$ cat src/sv/sobel_pkg.sv
// Package: shared types and constants for the Sobel edge magnitude block.
package sobel_pkg;

    localparam int unsigned CFG_IDX_W = 2;

    localparam logic [CFG_IDX_W-1:0] REG_FRAME_WIDTH  = 2'd0;
    localparam logic [CFG_IDX_W-1:0] REG_FRAME_HEIGHT = 2'd1;
    localparam logic [CFG_IDX_W-1:0] REG_COLOR_MODE   = 2'd2;

    localparam int unsigned CFG_DATA_W = 13;

    localparam logic [10:0] FRAME_WIDTH_RESET  = 11'd1024;
    localparam logic [12:0] FRAME_HEIGHT_RESET = 13'd4096;

    localparam logic [7:0] MAG_SAT = 8'd255;

    typedef struct packed {
        logic [7:0] chan0;
        logic [7:0] chan1;
        logic [7:0] chan2;
    } pixel_t;

    typedef struct packed {
        logic [11:0] out_row;
        logic [9:0]  out_col;
        logic [7:0]  mag0;
        logic [7:0]  mag1;
        logic [7:0]  mag2;
        logic        last_of_run;
    } result_t;

    typedef enum logic [2:0] {
        ST_IDLE,
        ST_READ,
        ST_CALC,
        ST_SQRT,
        ST_EMIT_INT,
        ST_EMIT_BORDER
    } state_t;

    typedef struct packed {
        logic load;
        logic shift;
        logic calc;
        logic sqrt_step;
        logic emit_int;
        logic emit_border;
    } sobel_cmd_t;

    typedef struct packed {
        logic has_int;
        logic has_border;
        logic sqrt_done;
        logic out_free;
    } sobel_sts_t;

endpackage

$ cat src/sv/sobel_ctrl.sv
// Controller: sequences one pixel through line store read, gradient, root and emission.
module sobel_ctrl
(
    input  logic                  clk,
    input  logic                  rst_n,
    input  logic                  in_valid,
    output logic                  in_stall,
    input  sobel_pkg::sobel_sts_t sts,
    output sobel_pkg::sobel_cmd_t cmd
);

    sobel_pkg::state_t state_reg;
    sobel_pkg::state_t state_next;

    always_ff @(posedge clk or negedge rst_n)
    begin
        if (!rst_n)
        begin
            state_reg <= sobel_pkg::ST_IDLE;
        end
        else
        begin
            state_reg <= state_next;
        end
    end

    always_comb
    begin
        state_next = state_reg;
        unique case (state_reg)
            sobel_pkg::ST_IDLE:
            begin
                if (in_valid)
                begin
                    state_next = sobel_pkg::ST_READ;
                end
            end
            sobel_pkg::ST_READ:
            begin
                if (sts.has_int)
                begin
                    state_next = sobel_pkg::ST_CALC;
                end
                else if (sts.has_border)
                begin
                    state_next = sobel_pkg::ST_EMIT_BORDER;
                end
                else
                begin
                    state_next = sobel_pkg::ST_IDLE;
                end
            end
            sobel_pkg::ST_CALC:
            begin
                state_next = sobel_pkg::ST_SQRT;
            end
            sobel_pkg::ST_SQRT:
            begin
                if (sts.sqrt_done)
                begin
                    state_next = sobel_pkg::ST_EMIT_INT;
                end
            end
            sobel_pkg::ST_EMIT_INT:
            begin
                if (sts.out_free)
                begin
                    state_next = sts.has_border ? sobel_pkg::ST_EMIT_BORDER
                                                : sobel_pkg::ST_IDLE;
                end
            end
            sobel_pkg::ST_EMIT_BORDER:
            begin
                if (sts.out_free)
                begin
                    state_next = sobel_pkg::ST_IDLE;
                end
            end
            default:
            begin
                state_next = sobel_pkg::ST_IDLE;
            end
        endcase
    end

    always_comb
    begin
        cmd      = '0;
        in_stall = 1'b1;
        unique case (state_reg)
            sobel_pkg::ST_IDLE:
            begin
                in_stall = 1'b0;
                cmd.load = in_valid;
            end
            sobel_pkg::ST_READ:
            begin
                cmd.shift = 1'b1;
            end
            sobel_pkg::ST_CALC:
            begin
                cmd.calc = 1'b1;
            end
            sobel_pkg::ST_SQRT:
            begin
                cmd.sqrt_step = 1'b1;
            end
            sobel_pkg::ST_EMIT_INT:
            begin
                cmd.emit_int = sts.out_free;
            end
            sobel_pkg::ST_EMIT_BORDER:
            begin
                cmd.emit_border = sts.out_free;
            end
            default:
            begin
                cmd = '0;
            end
        endcase
    end

endmodule

$ cat config.mk
export PLATFORM = sky130hd
export DESIGN_NAME = sobel_ctrl
export DESIGN_NICKNAME = d
export VERILOG_FILES = /design/src/sv/sobel_pkg.sv /design/src/sv/sobel_ctrl.sv
export SDC_FILE = /design/constraint.sdc
export NUM_CORES = 1
export LEC_CHECK = 0
export BUFFER_PORTS_ARGS = -buffer_cell sky130_fd_sc_hd__buf_2
export CAP_MARGIN = 25
export CORE_AREA = 8 8 45 47
export CTS_CLUSTER_DIAMETER = 60
export DETAILED_ROUTE_END_ITERATION = 7
export DIE_AREA = 0 0 53 55
export SETUP_SLACK_MARGIN = 0.05
export SYNTH_ARGS = -nofsm -noshare
export SYNTH_HDL_FRONTEND = slang
export SYNTH_SLANG_ARGS = --single-unit
$ cat constraint.sdc
create_clock -name clk -period 1.2 [get_ports clk]
set_input_delay 0.12 -clock clk [delete_from_list [all_inputs] [get_ports clk]]
set_output_delay 0.12 -clock clk [all_outputs]
set_load 0.005 [all_outputs]
Word level (Yosys, flattened, before mapping):

Cells that the tools add are included.
Widths: inputs -> output; s select.

* bits in registers: 3
* output and inout port bits: 7

* equal/unequal tests: 9
* mux-type cells: 14
* reduce and logical (&&, ||, !) cells: 2

Operator list (number)
* $mux 3: 6
* $pmux 3 s6: 1
* $ne 2x2->1 const B: 4
* $mux 1: 7
* $eq 3x2->1 const B: 2
* $eq 3x3->1 const B: 2
* $reduce_and 4->1: 1
* $eq 3x1->1 const B: 1
* $logic_not 3->1: 1

Longest topological paths before layout:

Gate-level depths: netlist (run 1).

* depth after elaboration: 3
* depth in mapped cells: 4
* gate-level depth less buffers: 4

Least setup slack after synthesis (run 1):

No wires, ideal clock.

* path type: register -> register
* from: reg state_reg[0]
* to: reg state_reg[2]
* data arrival time: 1.035 ns
* data required time: 1.074 ns
* path slack: 0.040 ns
* cell stages (with the launch flop): 4
* cells stage by stage: dfrtp_1 > or3_4 > o211ai_2 > o22ai_2

* word-level cells in the longest chain between the ends: 3

RTL lines
* start, declared: RTL line sobel_ctrl.sv:12 `sobel_pkg::state_t state_reg;`
* start signal, assigned: RTL line sobel_ctrl.sv:19 `state_reg <= sobel_pkg::ST_IDLE;`
* start signal, assigned: RTL line sobel_ctrl.sv:23 `state_reg <= state_next;`
* $eq 3x2->1 (tied with other cells): RTL line sobel_ctrl.sv:30 `unique case (state_reg)`
* $ne 2x2->1 (no line)
* $reduce_and 4->1 (no line)

Several ways; a longest one is shown, not always the timed one.
A chain may end at the register's enable or synchronous reset.

==> results of run 1 <==
## Yosys cell counts, types with 2 or more instances
master,count
nand2_1,4
a21oi_1,3
dfrtp_1,3
inv_1,3
nor2_1,3
o21ai_0,2
o21ai_1,2
## worst max-delay path, delay by kind of cell, from the launching register on
family                 cells  cell delay (ns)
buffers and inverters      1             0.11
flip-flops                 1             0.39
AND/OR/NAND/NOR            2             0.49
## routing by layer
metal | global-route usage (%) | wire, µm | up-vias
li1 | - | - | 188
met1 | 6.56 | 370 | 185
met2 | 10.9 | 494 | 9
met3 | 3.48 | 54 | 2
met4 | 3.88 | 14 | 0
met5 | 0 | 0 | -
## layout make-up
| cell class | instances | area (µm²) |
|---|---|---|
| clock buffer | 4 | 26.3 |
| fill | 151 | 861 |
| inverter | 3 | 11.3 |
| multi-input combinational | 31 | 228 |
| sequential | 3 | 76.3 |
| tap | 16 | 20.0 |
| timing repair buffer | 24 | 161 |
## timing repair
item | 4_1_cts | 5_1_grt
buffers inserted | 3 | 1
cloned | 0 | 0
endpoints found under the setup margin | 10 | 10
hold buffers | 1 | 0
gates resized for setup | 6 | 4
hold endpoints to repair | 3 | 0
pin swaps | 3 | 1
## logic make-up (layout without fill, tap and decap cells)
| group | after synthesis | in the layout |
|---|---|---|
| buffers and inverters | 6 | 31 |
| AND/OR/NAND/NOR | 20 | 20 |
| AO/OA/AOI/OAI | 11 | 11 |
| flip-flops | 3 | 3 |
## worst paths after layout
check,from,to,slack [ns],depth (start not counted)
min,sts[1],state_reg[1]$_DFFE_PN0P_,0.18,4
max,state_reg[1]$_DFFE_PN0P_,cmd[5],-0.14,3
min reg2reg,state_reg[0]$_DFFE_PN0P_,state_reg[0]$_DFFE_PN0P_,0.64,2
min in group asynchronous,rst_n,state_reg[0]$_DFFE_PN0P_,0.21,2
max in group asynchronous,rst_n,state_reg[2]$_DFFE_PN0P_,0.87,2
max reg2reg,state_reg[2]$_DFFE_PN0P_,state_reg[0]$_DFFE_PN0P_,-0.12,5
## metrics by stage
stage,hold slack [ns],cell area [µm²]
2_1_floorplan,-0.176,327
3_3_place_gp,-0.0817,420
3_5_place_dp,-0.0809,420
4_1_cts,0.174,503
5_1_grt,0.181,523
6_report,0.182,523
## power by group through the flow
stage | sequential, mW | combinational (mW) | clock [mW]
floorplan | 0.183 | 0.468 | 0
global placement | 0.188 | 0.624 | 0
detailed placement | 0.190 | 0.630 | 0
CTS | 0.179 | 0.744 | 0.186
global route | 0.192 | 0.869 | 0.200
finish | 0.185 | 0.791 | 0.174
==> impl_results.md, run 1 <==
* Clock sinks at 3
* Crit path kind: flip-flop to output port
* Root buf cell: clkbuf_4
* VDD IR max at 1.06 mV
* HP Class: primary input to flip-flop
* Setup ws final at -0.140 ns
* H-tree Lvls at 1
* Avg Cell Area, Syn at 8.16 µm²
* Pleak at 0.264 nW
* Clk_lat worst skew at 0.23 ns
* Core area at between 0.001 and 0.0015 mm²
* Total negative setup slack at -0.814 ns
* IO Pins at 14
* Layout area overhead at 60.2%
* Reg power frac at about 16%
* Rows at 14
* PD cells at roughly 2200 mW/mm²
* Die height at 55 µm
* Warnings, synthesis at 0
* DP Cell Count at 72
* Failing checks: setup timing
* Dominant cells by area after synthesis: dfrtp_1, buf_12, a21oi_1
* Syn nets at 47
* Nets@finish at 73
* Final min period at 1.34 ns
* Synth Area in Compound Gates at a little under a quarter
* Number of synthesized flops with an enable pin at 0
* Tcrit/Tclk final at 112%
* Max Cap Viol at 0
* GRT Util Overall at 6.62%
* Clock Path Buffers at 2
* Worst-path fanout max at 3
* Slowest CP cell: or3_4
* Unrepaired setup endpoints after global routing: yes
* Clock transition at the registers of the reported paths at 0.04 ns
* Max stage delay on crit path at ~0.4 ns
* Mux contribution to synthesized area at 0%
* DR iter-0 viols at 8
* Switching Share at 38.6%
* Final core occ at 37.8%
* Int Power at 0.707 mW
* Register area share after synthesis at a little under a quarter
* Clock power frac at 15.1%
* Post-synth ARST share at 100%
* Leading area contributor after synthesis: dfrtp_1
* Synth Instances at 40
* Most frequent cells in the layout: buf_2, buf_4
* Port Buffer Count at 13
* Crit-path cells: or3_4, nor2_2, buf_2
* Switching pwr at 0.444 mW
* Critical Path Sink Type: output port
* DP Wirelength at 658 µm
* Post-DR vias/cell at 4.74
* Max Clk Rate at 746 MHz
* Setup slack at placement at -0.0165 ns
* First-pass GRT wire length at roughly 1400 µm
* Relative slew slack at between 80% and 90%
* Number of global-route vias before repair at 365
* Synth Area in XOR/XNOR at 0%
* Post-layout power at around 1.2 mW
* Initial antenna violation count at 0
* Predominant post-synthesis flop cell: dfrtp_1
* Clock Skew at about 0.00088 ns
* Non-Filler Instances at 81
* Initial core utilization at 23.6%
* Crit path launch type: flip-flop
* Num CTS Buffers at 3
* GRT overflow at 0
* Slew @ Worst Pin at between 0.2 and 0.3 ns
* CTS tree: yes
* Critical Path RT at 1.08 ns
* Wirelength, routed at 934 µm
* Largest net degree at the start of global routing at 11
* Post-route ant nets at 0
* Setup Viol. Count Final at 9
* Area share of and/or/nand/nor cells after synthesis at 38.7%
* Max reg flops at 3
* Routed len/inst at 11.5 µm
* Power share of the combinational group at approximately 69%
* Hold Vio Cnt, Final at 0
* Count of different cell masters after synthesis at 27
* Post-Synth Adder-Cell Area at 0%
* Seq cells post-synth at 3
* Synth top area share at 23.0%
* Die ar. at just under 0.003 mm²
* Fin. max-slew vios at 0
* Die Width at 53 µm
* Run status: finished, violations left
* 1st-pass router iterations at 4
* Share of layout cells above drive strength 1 at roughly 60%
* Main combinational cell family by area after synthesis: simple AND/OR/NAND/NOR gates
* DRC violations left at 0
* Gpl congestion at roughly 0.74
* Mapped cell area at 327 µm²
* Vias at 384
* CP arrival at 1.22 ns
* Antenna cells at 0
* Most common cell after layout, fill and taps aside: buf_2
Note: power is estimated with default switching activity, not from simulation.
==> inputs of run 2 (changes only) <==
==> constraint.sdc (replaced) <==
create_clock -name clk -period 1.53 [get_ports clk]
set_input_delay 0.153 -clock clk [delete_from_list [all_inputs] [get_ports clk]]
set_output_delay 0.153 -clock clk [all_outputs]
set_load 0.005 [all_outputs]
==> run 2 against run 1 <==
  * The flow now finishes without violations
  * Final cell count down 3.7%
  * Combinational power decreased by 36%
  * Non-clock buffer count down 3
  * Sequential power shrank 21%
  * Critical endpoint is now cmd[2]
  * Largest power group unchanged
==> impl_results.md, run 2 (synthesis gave the netlist of run 1 again) <==
* DRC violations left at 0 (unchanged)
* Slew @ Worst Pin at 0.238 ns (-0.0298 ns)
* Nets@finish at 70 (-4.1%)
* Power share of the combinational group at 63.8% (-5.0 points)
* Most frequent cells in the layout: buf_2, buf_4, nand2_1
* Run status: finished, final reports clean
* Reg2Reg Depth at 5 (unchanged)
* Clock power frac at 17.8% (+2.7 points)
* HP Class: primary input to flip-flop
* Switching Share at 38.5% (about the same)
* Fin. max-slew vios at 0 (unchanged)
* Relative slew slack at 84.0% (+2.0 points)
* Reg2reg setup slack at 0.19 ns (+0.31 ns)
* Hold path cells at 4 (unchanged)
* Crit path capture: cmd[2]
* Most common cell after layout, fill and taps aside: buf_2
* Root buf cell: clkbuf_4
* Post-DP Area at 390 µm² (-7.1%)
* Setup Viol. Count Final at 0 (-9)
* Num CTS Buffers at 3 (unchanged)
* GRT overflow at 0 (unchanged)
* Layout area overhead at 42.9%
* Die Width at 53 µm (unchanged)
* Gpl congestion at 0.773 (+3.9%)
* CP arrival at 1.24 ns (+0.02 ns)
* Fill cells at 156 (+3.3%)
* GRT Util Overall at 6.68% (+0.058 points)
* Hold Vio Cnt, Final at 0 (unchanged)
* Critical path origin: state_reg[1]$_DFFE_PN0P_
* Tcrit/Tclk final at 90.8%
* H-tree Lvls at 1 (unchanged)
* Max stage delay on crit path at 0.39 ns (-0.02 ns)
* Final core occ at 33.7% (-4.1 points)
* Pleak at 0.233 nW (-12%)
* PD cells at 1700 mW/mm² (-23%)
* Switching pwr at 0.306 mW (-31%)
* Number of global-route vias before repair at 345 (-5.5%)
* Post-layout power at 0.794 mW (-31%)
* Fin area at 467 µm² (-11%)
* Die ar. at 0.00292 mm² (unchanged)
* Max Cap Viol at 0 (unchanged)
* Levels on crit path at 4 (+1)
* Clock Path Buffers at 2 (unchanged)
* Post-DR vias/cell at 4.35 (-8.3%)
* Crit-path cells: buf_4, buf_4, and3b_2, buf_2
* Non-Filler Instances at 78 (-3.7%)
* Port Buffer Count at 13 (unchanged)
* Wirelength, routed at 855 µm (-8.5%)
* Worst Hold Margin at 0.209 ns (+0.0274 ns)
* Routed len/inst at 11.0 µm (-4.9%)
* Clock sinks at 3 (unchanged)
* Max reg flops at 3 (unchanged)
* Initial core utilization at 23.6% (unchanged)
* Clock transition at the registers of the reported paths at 0.04 ns (about the same)
* Rows at 14 (unchanged)
* Initial antenna violation count at 0 (unchanged)
* Worst path buffer plus inverter count at 3 (+2)
* First-pass GRT wire length at 1430 µm (+0.49%)
* 1st-pass router iterations at 2 (-2)
* Crit path launch type: flip-flop
* Reg-to-reg critical path endpoint: state_reg[0]$_DFFE_PN0P_
* RR Startpoint: state_reg[2]$_DFFE_PN0P_
* Worst path top cell family by delay: buffers and inverters
* Int Power at 0.488 mW (-31%)
* Unrepaired setup endpoints after global routing: no
* DR iter-0 viols at 6 (-2)
* Die height at 55 µm (unchanged)
* Share of layout cells above drive strength 1 at 51.6% (-8.4 points)
* Core area at 0.00138 mm² (unchanged)
* Max Clk Rate at roughly 720 MHz
* DP Cell Count at 68 (-5.6%)
* IO Pins at 14 (unchanged)
* Critical Path RT at 1.38 ns (+0.30 ns)
* Antenna cells at 0 (unchanged)
* Total negative setup slack at 0 ns (+0.814 ns)
* Slowest CP cell: dfrtp_2
* Largest net degree at the start of global routing at 16 (+5)
* Crit path kind: flip-flop to output port
* Critical Path Sink Type: output port
* Vias at 339 (-12%)
* Worst-path fanout max at 8 (+5)
* Clock Skew at 0.000771 ns (-0.000112 ns)
* Setup slack at placement at 0.238 ns (+0.254 ns)
* CTS tree: yes
* Cell mode on critical path: buf_4
* Post-route ant nets at 0 (unchanged)
* Clk_lat worst skew at 0.23 ns (about the same)
* VDD IR max at 0.505 mV (-52%)
* DP Wirelength at 631 µm (-4.1%)
* Final min period at between 1 and 1.5 ns
* Setup ws final at 0.141 ns (+0.281 ns)
* Reg power frac at 18.4% (+2.3 points)
-- run 2: what timing repair did --
| item | in CTS | in global routing |
|---|---|---|
| endpoints found under the hold margin | 3 | 0 |
| gates resized for setup | 1 | 1 |
| hold buffers | 1 | 0 |
| setup buffers | 0 | 5 |
| gates cloned | 0 | 0 |
| endpoints found under the setup margin | 1 | 1 |
-- run 2: how the worst min path moves through the flow --
| stage | startpoint | endpoint | slack, ns |
|---|---|---|---|
| floorplan | rst_n | state_reg[0]$_DFFE_PN0P_ | -0.14 |
| global placement | rst_n | state_reg[0]$_DFFE_PN0P_ | -0.05 |
| detailed placement | rst_n | state_reg[0]$_DFFE_PN0P_ | -0.05 |
| CTS | sts[1] | state_reg[1]$_DFFE_PN0P_ | 0.22 |
| global route | sts[1] | state_reg[1]$_DFFE_PN0P_ | 0.24 |
| finish | sts[1] | state_reg[1]$_DFFE_PN0P_ | 0.21 |
-- run 2: per-layer routing --
metal	GRT usage [%]	vias up	wire length (µm)
met5	0	-	0
met4	3.88	0	0
met3	4.28	0	52
met2	10.2	5	413
met1	6.88	154	390
li1	-	180	-
-- run 2: power groups by stage --
stage / sequential, mW / combinational (mW) / clock (mW)
detailed placement: 0.170 / 0.420 / 0
global route: 0.149 / 0.570 / 0.157
global placement: 0.167 / 0.418 / 0
CTS: 0.170 / 0.424 / 0.148
floorplan: 0.144 / 0.367 / 0
finish: 0.146 / 0.507 / 0.142
-- run 2: final cells by class --
| cell class | count | area, µm² | share of cell area [%] |
|---|---|---|---|
| multi-input combinational | 31 | 204 | 43.7 |
| timing repair buffer | 21 | 128 | 27.3 |
| sequential | 3 | 77.6 | 16.6 |
| clock buffer | 4 | 26.3 | 5.63 |
| tap | 16 | 20.0 | 4.29 |
| inverter | 3 | 11.3 | 2.41 |
-- run 2: worst min-delay path, cell delays in order --
cell	delay, ns
buf_2	0.09
nand2_1	0.05
nand2_1	0.06
a21oi_1	0.06
==> inputs of run 3 (changes only) <==
--- a/config.mk
+++ b/config.mk
@@ -11,6 +11,7 @@
 export CTS_CLUSTER_DIAMETER = 60
 export DETAILED_ROUTE_END_ITERATION = 7
 export DIE_AREA = 0 0 53 55
+export PLACE_DENSITY = 0.45
 export SETUP_SLACK_MARGIN = 0.05
 export SYNTH_ARGS = -nofsm -noshare
 export SYNTH_HDL_FRONTEND = slang
==> run 3 against run 2 <==
  * Die area stayed put
  * Combinational power is 5.1% lower
  * Hold slack worse by 0.0039 ns
  * Largest cell class unchanged
==> impl_results.md, run 3 (synthesis gave the netlist of run 1 again) <==
* Largest net degree at the start of global routing at 16 (unchanged)
* Relative slew slack at 84.8% (+0.80 points)
* Setup ws final at 0.153 ns (+0.0124 ns)
* DR iter-0 viols at 6 (unchanged)
* Die height at 55 µm (unchanged)
* Critical Path Sink Type: output port
* Layout area overhead at 37.9%
* Pleak at 0.224 nW (-3.9%)
* Core area at 0.00138 mm² (unchanged)
* Worst-path fanout max at 4 (-4)
* GRT Util Overall at 5.97% (-0.71 points)
* Crit path kind: flip-flop to output port
* Setup slack at placement at 0.226 ns (-0.0114 ns)
* Most common cell after layout, fill and taps aside: buf_2
* Port Buffer Count at 13 (unchanged)
* Clock Path Buffers at 2 (unchanged)
* Root buf cell: clkbuf_4
* Max reg flops at 3 (unchanged)
* Num CTS Buffers at 3 (unchanged)
* Number of global-route vias before repair at 292 (-15%)
* Fin. max-slew vios at 0 (unchanged)
* Routed len/inst at 11.0 µm (+0.47%)
* Vias at 335 (-1.2%)
* 1st-pass router iterations at 3 (+1)
* Share of layout cells above drive strength 1 at 48.3% (-3.3 points)
* Reg power frac at 18.0% (-0.4 points)
* VDD IR max at 0.745 mV (+48%)
* CP arrival at 1.22 ns (-0.02 ns)
* Slew @ Worst Pin at 0.226 ns (-0.0124 ns)
* Clock power frac at 19.0% (+1.2 points)
* CTS tree: yes
* Final min period at 1.38 ns (-0.0124 ns)
* Unrepaired setup endpoints after global routing: no
* Rows at 14 (unchanged)
* Run status: finished, final reports clean
* GRT overflow at 0 (unchanged)
* Clock sinks at 3 (unchanged)
* Gpl congestion at 0.705 (-8.8%)
* Critical Path RT at 1.38 ns (about the same)
* Int Power at 0.464 mW (-4.9%)
* IO Pins at 14 (unchanged)
* Max Clk Rate at 726 MHz (+0.90%)
* Die ar. at 0.00292 mm² (unchanged)
* Switching Share at 39.2% (+0.67 points)
* Max Cap Viol at 0 (unchanged)
* Non-Filler Instances at 76 (-2.6%)
* Antenna cells at 0 (unchanged)
* Max stage delay on crit path at 0.40 ns (about the same)
* Initial core utilization at 23.6% (unchanged)
* Nets@finish at 68 (-2.9%)
* Switching pwr at 0.299 mW (-2.2%)
* Initial antenna violation count at 0 (unchanged)
* Post-route ant nets at 0 (unchanged)
* Crit-path cells: or3_4, nor2_1, buf_2
* H-tree Lvls at 1 (unchanged)
* Post-DR vias/cell at 4.41 (+1.4%)
* PD cells at 1690 mW/mm² (-0.44%)
* Total negative setup slack at 0 ns (unchanged)
* Post-layout power at 0.763 mW (-3.9%)
* Power share of the combinational group at 63.0% (-0.8 points)
* Crit path launch type: flip-flop
* Most frequent cells in the layout: buf_2, buf_4, nand2_1
* Die Width at 53 µm (unchanged)
* Clock Skew at 0.000469 ns (-0.000302 ns)
* Fill cells at 159 (+1.9%)
* Clock transition at the registers of the reported paths at 0.04 ns (about the same)
* Tcrit/Tclk final at 90.0% (-0.81 points)
* DRC violations left at 0 (unchanged)
* Wirelength, routed at 837 µm (-2.1%)
* Setup Viol. Count Final at 0 (unchanged)
* Slowest CP cell: dfrtp_1
* HP Class: primary input to flip-flop
* DP Cell Count at 68 (unchanged)
* First-pass GRT wire length at 1230 µm (-14%)
* Clk_lat worst skew at 0.24 ns (about the same)
* Hold Vio Cnt, Final at 0 (unchanged)
* DP Wirelength at 595 µm (-5.8%)
## run 3: cell types whose count changed in the layout (fill, tap and decap cells not counted)
cell	delta
buf_4	-2
dfrtp_1	+1
dfrtp_2	-1
## run 3: layout make-up
cell class                 count  area [µm²]  area share (%)
sequential                     3        76.3            16.9
clock buffer                   4        26.3            5.83
inverter                       3        11.3            2.50
timing repair buffer          19         113            25.0
multi-input combinational     31         204            45.3
tap                           16        20.0            4.44
## run 3: worst paths after layout
kind                                               start                        to  slack, ns  cells after the start
worst max-delay path            state_reg[1]$_DFFE_PN0P_                    cmd[5]       0.15                      3
worst max register to register  state_reg[2]$_DFFE_PN0P_  state_reg[0]$_DFFE_PN0P_       0.24                      5
min in group asynchronous                          rst_n  state_reg[2]$_DFFE_PN0P_       0.24                      2
max in group asynchronous                          rst_n  state_reg[2]$_DFFE_PN0P_       1.18                      2
worst min-delay path                              sts[1]  state_reg[1]$_DFFE_PN0P_       0.21                      4
worst min register to register  state_reg[1]$_DFFE_PN0P_  state_reg[1]$_DFFE_PN0P_       0.57                      2
## run 3: critical path, delay by kind of cell, from the launching register on
family,cells,cell delay (ns)
AND/OR/NAND/NOR,2,0.48
flip-flops,1,0.40
buffers and inverters,1,0.11
## run 3: through the flow
step	utilization, %	hold WS, ns	area, µm²
floorplan	-	-0.143	327
global placement	28.2	-0.0494	390
detailed placement	28.2	-0.0481	390
CTS	30.9	0.201	428
global route	32.5	0.231	450
finish	32.5	0.206	450
## run 3: power groups by stage
stage               Clock (mW)  Sequential (mW)  Combinational (mW)
global route             0.158            0.141               0.535
global placement             0            0.162               0.431
detailed placement           0            0.162               0.425
finish                   0.145            0.138               0.481
floorplan                    0            0.144               0.367
CTS                      0.150            0.165               0.429
## run 3: timing repair
action,CTS,global route
gates resized for setup,1,0
hold endpoints to repair,3,0
hold buffers,1,0
buffers inserted,0,3
setup endpoints to repair,1,1
## run 3: metal layers
metal	part of all wire (%)	vias to the layer above	track usage, %	routed length (µm)
met2	46	10	8.79	385
met5	0	-	0	0
met3	7.4	2	3.21	62
met4	1.7	0	3.88	14
li1	-	177	-	-
met1	45	146	6.57	374
